==> src/design/assert_macros.svh <==
// Assertion macros shared by the design files.
// Each macro expands to one labeled concurrent assertion clocked on i_clk.
`ifndef ASSERT_MACROS_SVH
`define ASSERT_MACROS_SVH

// The consequent holds in the same cycle as the enabling condition.
`define ASSERT_SAME(label, en, cons, msg) \
    label: assert property (@(posedge i_clk) disable iff (!i_rst_n) (en) |-> (cons)) \
        else $error(msg);

// The consequent holds in the cycle after the enabling condition.
`define ASSERT_NEXT(label, en, cons, msg) \
    label: assert property (@(posedge i_clk) disable iff (!i_rst_n) (en) |=> (cons)) \
        else $error(msg);

`endif

==> src/design/mts1_pkg.sv <==
// Package of the SHA-1 Merkle tree builder: types, SHA-1 constants and padding.
// Used by mts1_compress and merkle_tree_sha1_builder; depends on nothing.
`timescale 1ns / 1ps

package mts1_pkg;

    localparam logic [159:0] SHA1_IV =
        160'h67452301_EFCDAB89_98BADCFE_10325476_C3D2E1F0;
    localparam logic [159:0] SHA1_EMPTY =
        160'hDA39A3EE_5E6B4B0D_3255BFEF_95601890_AFD80709;

    localparam logic [31:0] K0 = 32'h5A827999;
    localparam logic [31:0] K1 = 32'h6ED9EBA1;
    localparam logic [31:0] K2 = 32'h8F1BBCDC;
    localparam logic [31:0] K3 = 32'hCA62C1D6;

    localparam logic [1:0] KIND_ROOT  = 2'd0;
    localparam logic [1:0] KIND_WHOLE = 2'd1;
    localparam logic [1:0] KIND_ERROR = 2'd2;

    localparam logic ADDR_BLOCK_SIZE = 1'b0;

    typedef enum logic [3:0] {
        S_IDLE, S_BCHK, S_WCHK, S_CLOSE, S_LAST, S_CSTART, S_CWAIT, S_P2,
        S_PAD, S_LVL, S_RA, S_RB, S_RC, S_ROOT, S_ROOT2, S_OUT
    } t_state;

    typedef enum logic [2:0] {
        J_BABS, J_WABS, J_BFIN0, J_BFIN1, J_WFIN0, J_WFIN1, J_PAIR
    } t_job;

    typedef struct packed {
        logic         start;
        logic [159:0] h;
        logic [511:0] blk;
    } t_cmp_req;

    typedef struct packed {
        logic         done;
        logic [159:0] h;
    } t_cmp_rsp;

    // Builds a padded message block. Phase 0 keeps bytes below idx, puts the
    // end marker at idx and adds the bit length when it fits; phase 1 holds
    // only the bit length.
    function automatic logic [511:0] pad_block(input logic [511:0] buf_in,
                                               input logic [5:0] idx,
                                               input logic [63:0] bits,
                                               input logic phase);
        logic [511:0] res;
        res = '0;
        for (int k = 0; k < 64; k++) begin
            if (!phase) begin
                if (6'(k) < idx) begin
                    res[511 - 8 * k -: 8] = buf_in[511 - 8 * k -: 8];
                end else if (6'(k) == idx) begin
                    res[511 - 8 * k -: 8] = 8'h80;
                end
            end
        end
        if (phase || idx < 6'd56) begin
            res[63:0] = bits;
        end
        return res;
    endfunction

endpackage

==> src/design/mts1_compress.sv <==
// Iterative SHA-1 compression unit: one round per clock, 80 rounds per block.
// Depends on mts1_pkg for the request and response structs and round constants.
`timescale 1ns / 1ps

module mts1_compress (
    input  logic                i_clk,
    input  logic                i_rst_n,
    input  mts1_pkg::t_cmp_req  i_req,
    output mts1_pkg::t_cmp_rsp  o_rsp
);

    logic [159:0] r_h;
    logic [31:0]  r_a, r_b, r_c, r_d, r_e;
    logic [31:0]  r_w [16];
    logic [6:0]   r_t;
    logic         r_run;
    logic         r_fin;
    logic         r_done;
    logic [159:0] r_hout;

    logic [31:0] w_f, w_k, w_tmp, w_wnew, w_x;

    always_comb begin
        if (r_t < 7'd20) begin
            w_f = (r_b & r_c) | (~r_b & r_d);
            w_k = mts1_pkg::K0;
        end else if (r_t < 7'd40) begin
            w_f = r_b ^ r_c ^ r_d;
            w_k = mts1_pkg::K1;
        end else if (r_t < 7'd60) begin
            w_f = (r_b & r_c) | (r_b & r_d) | (r_c & r_d);
            w_k = mts1_pkg::K2;
        end else begin
            w_f = r_b ^ r_c ^ r_d;
            w_k = mts1_pkg::K3;
        end
        w_tmp  = {r_a[26:0], r_a[31:27]} + w_f + r_e + w_k + r_w[0];
        w_x    = r_w[13] ^ r_w[8] ^ r_w[2] ^ r_w[0];
        w_wnew = {w_x[30:0], w_x[31]};
    end

    always_ff @(posedge i_clk) begin
        if (!i_rst_n) begin
            r_run  <= 1'b0;
            r_fin  <= 1'b0;
            r_done <= 1'b0;
            r_t    <= '0;
        end else begin
            r_done <= 1'b0;
            if (i_req.start) begin
                r_h   <= i_req.h;
                r_a   <= i_req.h[159:128];
                r_b   <= i_req.h[127:96];
                r_c   <= i_req.h[95:64];
                r_d   <= i_req.h[63:32];
                r_e   <= i_req.h[31:0];
                for (int i = 0; i < 16; i++) begin
                    r_w[i] <= i_req.blk[511 - 32 * i -: 32];
                end
                r_t   <= '0;
                r_run <= 1'b1;
            end else if (r_run) begin
                r_a <= w_tmp;
                r_b <= r_a;
                r_c <= {r_b[1:0], r_b[31:2]};
                r_d <= r_c;
                r_e <= r_d;
                for (int i = 0; i < 15; i++) begin
                    r_w[i] <= r_w[i + 1];
                end
                r_w[15] <= w_wnew;
                if (r_t == 7'd79) begin
                    r_run <= 1'b0;
                    r_fin <= 1'b1;
                end else begin
                    r_t <= r_t + 7'd1;
                end
            end else if (r_fin) begin
                r_hout <= {r_h[159:128] + r_a, r_h[127:96] + r_b, r_h[95:64] + r_c,
                           r_h[63:32] + r_d, r_h[31:0] + r_e};
                r_fin  <= 1'b0;
                r_done <= 1'b1;
            end
        end
    end

    assign o_rsp.done = r_done;
    assign o_rsp.h    = r_hout;

endmodule

==> config.mk <==
export PLATFORM = sky130hd
export DESIGN_NAME = mts1_compress
export DESIGN_NICKNAME = d
export VERILOG_FILES = /design/src/design/assert_macros.svh /design/src/design/mts1_pkg.sv /design/src/design/mts1_compress.sv
export SDC_FILE = /design/constraint.sdc
export NUM_CORES = 2
export LEC_CHECK = 0
export BUFFER_PORTS_ARGS = -buffer_cell sky130_fd_sc_hd__buf_2
export CAP_MARGIN = 10
export CORE_MARGIN = 5
export CORE_UTILIZATION = 52
export DETAILED_ROUTE_END_ITERATION = 10
export PLACE_DENSITY_LB_ADDON = 0.3
export RECOVER_POWER = 50
export SLEW_MARGIN = 15
export SYNTH_ARGS = -nofsm -noshare
export SYNTH_HDL_FRONTEND = slang
export SYNTH_SLANG_ARGS = --single-unit
==> constraint.sdc <==
create_clock -name i_clk -period 13.1 [get_ports i_clk]
set_input_delay 0.655 -clock i_clk [delete_from_list [all_inputs] [get_ports i_clk]]
set_output_delay 0.655 -clock i_clk [all_outputs]
set_load 0.02 [all_outputs]
======== Yosys cells after proc, flatten, opt, wreduce, memory -nomap -nowiden ========
Memory sizes are Yosys's and may differ from the RTL's.
Index checks and enable logic that the tools add are counted.
storage, ports and cells
  flip-flop bits (word level) ............. 490
  logic and storage cells ................. 113
  memories kept ........................... 1
  output and inout port bits .............. 161
  bits of input ports ..................... 675
  bits in writable memories ............... 512
memory list
  name  depth  bits a word  rd ports  clocked after Yosys merged registers in  write ports  RTL line             text
  r_w   16     32           16        0                                        16           mts1_compress.sv:14  logic [31:0] r_w [16];
cells by class
  equality and inequality tests ........... 2
  bitwise operators ....................... 33
  reductions and logical operators ........ 8
  add/subtract/negate cells ............... 10
  magnitude comparators ................... 3
  multiplexer cells ....................... 45
operators by type and width
  cell                                                         count
  two-way mux 32 bit                                           31
  adder 32 bit                                                 9
  XOR 32 bit                                                   5
  AND 32 bit                                                   4
  OR 32 bit                                                    3
  NOT 32 bit                                                   1
  two-way mux 31 bit                                           1
  OR 1 bit                                                     16
  less-than comparator 7 x 6 -> 1 bit (second input constant)  2
  two-way mux 1 bit                                            13
  AND reduction 2 bit                                          4
  adder 7 x 1 -> 7 bit (second input constant)                 1
  equality test 7 bit (second input constant)                  1
  less-than comparator 7 x 5 -> 1 bit (second input constant)  1
  NOT 1 bit                                                    4
  AND reduction 4 bit                                          1
  OR reduction 3 bit                                           1
  inequality test 2 x 1 -> 1 bit (second input constant)       1
  nonzero test 2 bit                                           1
  OR reduction 2 bit                                           1

======== Depth between registers and ports, before layout ========
  depth in word-level cells ............... 12
  depth in mapped cells ................... 24
  depth with buffers taken out ............ 22

======== Worst setup path after synthesis ========
Ideal clock, no wire load.
  kind .................................... input to register
  start point ............................. in i_req[672] (netlist name)
  end point ............................... mem r_w[0][0], enable pin
  setup slack ............................. -408 ps
  setup time .............................. 927 ps
  stages .................................. 3
  required time ........................... 12173 ps
  data arrival time ....................... 12581 ps
  buffers on the path ..................... 2
  cell sequence ........................... clkbuf_1 > clkbuf_1 > o21a_1
RTL lines
  item             RTL line             text
  start, declared  mts1_compress.sv:8   input mts1_pkg::t_cmp_req i_req,
  end, declared    mts1_compress.sv:14

======== Final worst setup path ========
  start point ............................. in i_req[672] (netlist name)
  end point ............................... reg r_hout[130], enable pin
between the ends
  cells in the longest elaborated chain, start to end .. 2
ends and longest elaborated chain
  item                           RTL line             text
  NOT 1 bit (no line)            n/a
  AND reduction 4 bit (no line)  n/a
  end signal, assigned           mts1_compress.sv:79  r_hout <= {r_h[159:128] + r_a, r_h[127:96] + r_b, r_h[95:64] + r_c,
  end, declared                  mts1_compress.sv:19  logic [159:0] r_hout;
Every way passes these cells.
A chain may end at the register's enable or synchronous reset.

==> results by group <==
Placement
  • IO Port Bufs: 835
  • DP Wirelength: 115000 um
  • Placed cell areas: 0.0575 mm^2
  • GP Congestion: 0.929
  • Worst slack, placed: 5390 ps

Global routing
  • Largest net degree at the start of global routing: 205
  • All-Layer GR Usage: 27.2%
  • First-pass GRT wire length: 216000 um
  • GRT Residual Overflow: 0
  • Antenna violations before repair: 102
  • Vias in the first global route: 34500

Final layout
  • Number of fill cells: 7897
  • Synth-to-layout area growth: 16.5%
  • Commonest non-fill, non-tap cell in the layout: edfxtp_1
  • Ratio of cells with drive above 1 in the final layout: 28.5%
  • Final instance area: 0.0604 mm^2
  • Most frequent cells in the layout: 992 x edfxtp_1, 585 x mux2_2, 531 x buf_2, 341 x clkbuf_1, 258 x inv_1
  • NumNets Final: 5525
  • Layout Utilization: 61.1%

Outcome
  • Status: finished, violations left
  • Failing checks: capacitance limit, slew limit

Synthesis
  • Synth area leader: edfxtp_1
  • Dominant synthesized flop cell: edfxtp_1
  • Netlist cell types: 66
  • Mapped Nets: 4661
  • Post-Syn Instances: 3667
  • Post-synthesis sequential element count: 1002
  • Mapped cell area: 0.0518 mm^2
  • Ranking of synthesized cells by area: edfxtp_1 57%, mux2_2 13%, fa_1 4.8%
  • Ys async rst share: 0%
  • Number of flops mapped to enable cells by yosys: 992
  • Average size of a mapped cell: 14.1 um^2
  • Sequential share of the synthesized area: 57.9%
  • Post-synth top area share: 57.5%
  • Synth warn: 0

Timing
  • Rel. slew slack: -507%
  • Final WS setup: 3880 ps
  • Endpoints failing hold: 0
  • Setup violations, final: 0
  • RSZ-0062 raised after global routing: no
  • Final period util: 70.4%
  • Minimum clock period: 9220 ps
  • TNS Setup: 0 ps
  • Slew @ Worst Pin: 9100 ps
  • Worst Skew: 29.2 ps
  • Max Fclk: 0.108 GHz
  • Slew Limit Fails: 902

Pwr
  • Max IR drop VDD: 0.121 mV
  • Gate power share: 35.9%
  • Seq pwr share: 37.9%
  • Sw power: 0.00369 W
  • Pwr Total: 0.0110 W
  • Sw frac: 33.5%
  • Leakage: 23.0 nW
  • Internal Power: 0.00732 W
  • Clock group share of total power: 26.2%
  • Power Density: 182 mW/mm^2

Routing
  • WL/cell: 25.1 um
  • Total Wirelength: 149000 um
  • Avg Vias per Cell: 5.71
  • Iter 0 DRT Violations: 2826
  • Vias: 34000
  • Residual DRC: 0
  • DRT Pass-1 Iters: 6
  • Number of routed nets with antenna violations: 0

Worst hold path
  • WHS Path Cells: 1
  • Tightest Hold Check Type: in -> reg

Setup path
  • Worst r2r path cells: 22
  • CP Capture Type: register
  • Worst path required time: 13100 ps
  • Crit-path max FO: 160
  • CP arrival: 9220 ps
  • Crit path kind: in -> reg
  • Startpoint Class: input pin

Clock network
  • Clock-pin slew on the worst setup and hold paths: 60 ps
  • CTS Sinks: 1002
  • Total CTS buffers: 106
  • Clk root buf: clkbuf_16
  • Post-CTS sizing: 0
  • Hold buffer count at cts: 0
  • Setup bufs post-CTS: 0
  • Clk_lat worst skew: 690 ps
  • CTS H-tree depth: 3
  • Maximum clock path buffer count: 3
  • CTS tree: done

Die
  • Die Y: 326 um
  • Initial core utilization: 52.5%
  • Rows: 115
  • Die ar.: 0.106 mm^2
  • Io pins: 836
  • Die width: 326 um
  • Core ar.: 0.0987 mm^2

Job
  • Max_cap viols: 12
cell type report:
| type | count | area [um^2] | area share [%] |
|---|---|---|---|
| antenna | 56 | 140 | 0.232 |
| clock buffer | 140 | 2840 | 4.71 |
| clock inverter | 53 | 404 | 0.670 |
| inverter | 261 | 987 | 1.64 |
| multi-input combinational | 2307 | 20500 | 33.9 |
| sequential | 1002 | 30000 | 49.7 |
| tap | 1287 | 1610 | 2.67 |
| timing repair buffer | 853 | 3920 | 6.50 |
metal layers:
layer	wire, um	GRT usage [%]	share of wire, %
met1	56700	33.8	38
met2	72600	46.0	49
met3	13700	6.82	9.2
met4	6190	11.1	4.1
met5	296	0	0.20
state kept, by name, summed over array words and instances, names as in the netlist:
name,count
r_fin,1
r_hout,160
r_h,160
r_run,1
r_d,32
r_b,32
r_t,7
r_c,32
r_a,32
r_e,32
r_done,1
r_w,512
power groups by stage:
| stage | clock network, W | registers [W] | logic (W) |
|---|---|---|---|
| after global routing | 0.00307 | 0.00419 | 0.00440 |
| final | 0.00288 | 0.00417 | 0.00396 |
| after global placement | 0 | 0.00421 | 0.00385 |
| after detailed placement | 0 | 0.00422 | 0.00391 |
| after CTS | 0.00293 | 0.00416 | 0.00395 |
| after floorplan | 0 | 0.00416 | 0.00296 |
path summary, 6_finish.rpt:
check | startpoint | to | slack, ps
setup / recovery | i_req[672] | r_hout[130] | 3880
hold / removal | i_req[627] | r_h[115] | 160
setup reg to reg | r_t[4] | r_a[30] | 5260
hold reg to reg | r_fin | r_fin | 500
cell families after synthesis:
family,after synthesis,synth area share [%]
adders and majority gates,319,9.51
and+or+nand+nor,494,4.37
buffers and inverters,358,2.60
AOI/OAI and AO/OA,614,7.87
xor gates and xnor gates,264,4.46
DFF,1002,57.9
muxes,616,13.3
synthesized netlist by cell type, drive strengths merged, types with 9 or more instances:
library cell and instances:
edfxtp 992, mux2 585, inv 259, xnor2 213, ha 194, a21oi 185
nor2 169, nand2 160, o21ai 140, fa 125, clkbuf 91, a21o 52
xor2 51, o21a 45, nand2b 42, a211oi 33, mux2i 31, nand3 27
a31oi 20, nand4 20, o211ai 18, nor2b 17, nor3 17, a221oi 16
a21boi 15, o21bai 15, o22ai 12, o221a 11, dfxtp 10, and3 9
critical path, stage by stage:
cell      delay [ps]
clkbuf_1        1070
nand2b_1         740
nor3b_4          230
clkbuf_1        6170
stage by stage:
step           std cells  hold slack, ps
2_1_floorplan       3667             445
3_3_place_gp        5710             470
3_5_place_dp        5710             486
4_1_cts             5903             106
5_1_grt             5939             127
6_report            5959             158
No activity file was read; power rests on OpenSTA's default activity.
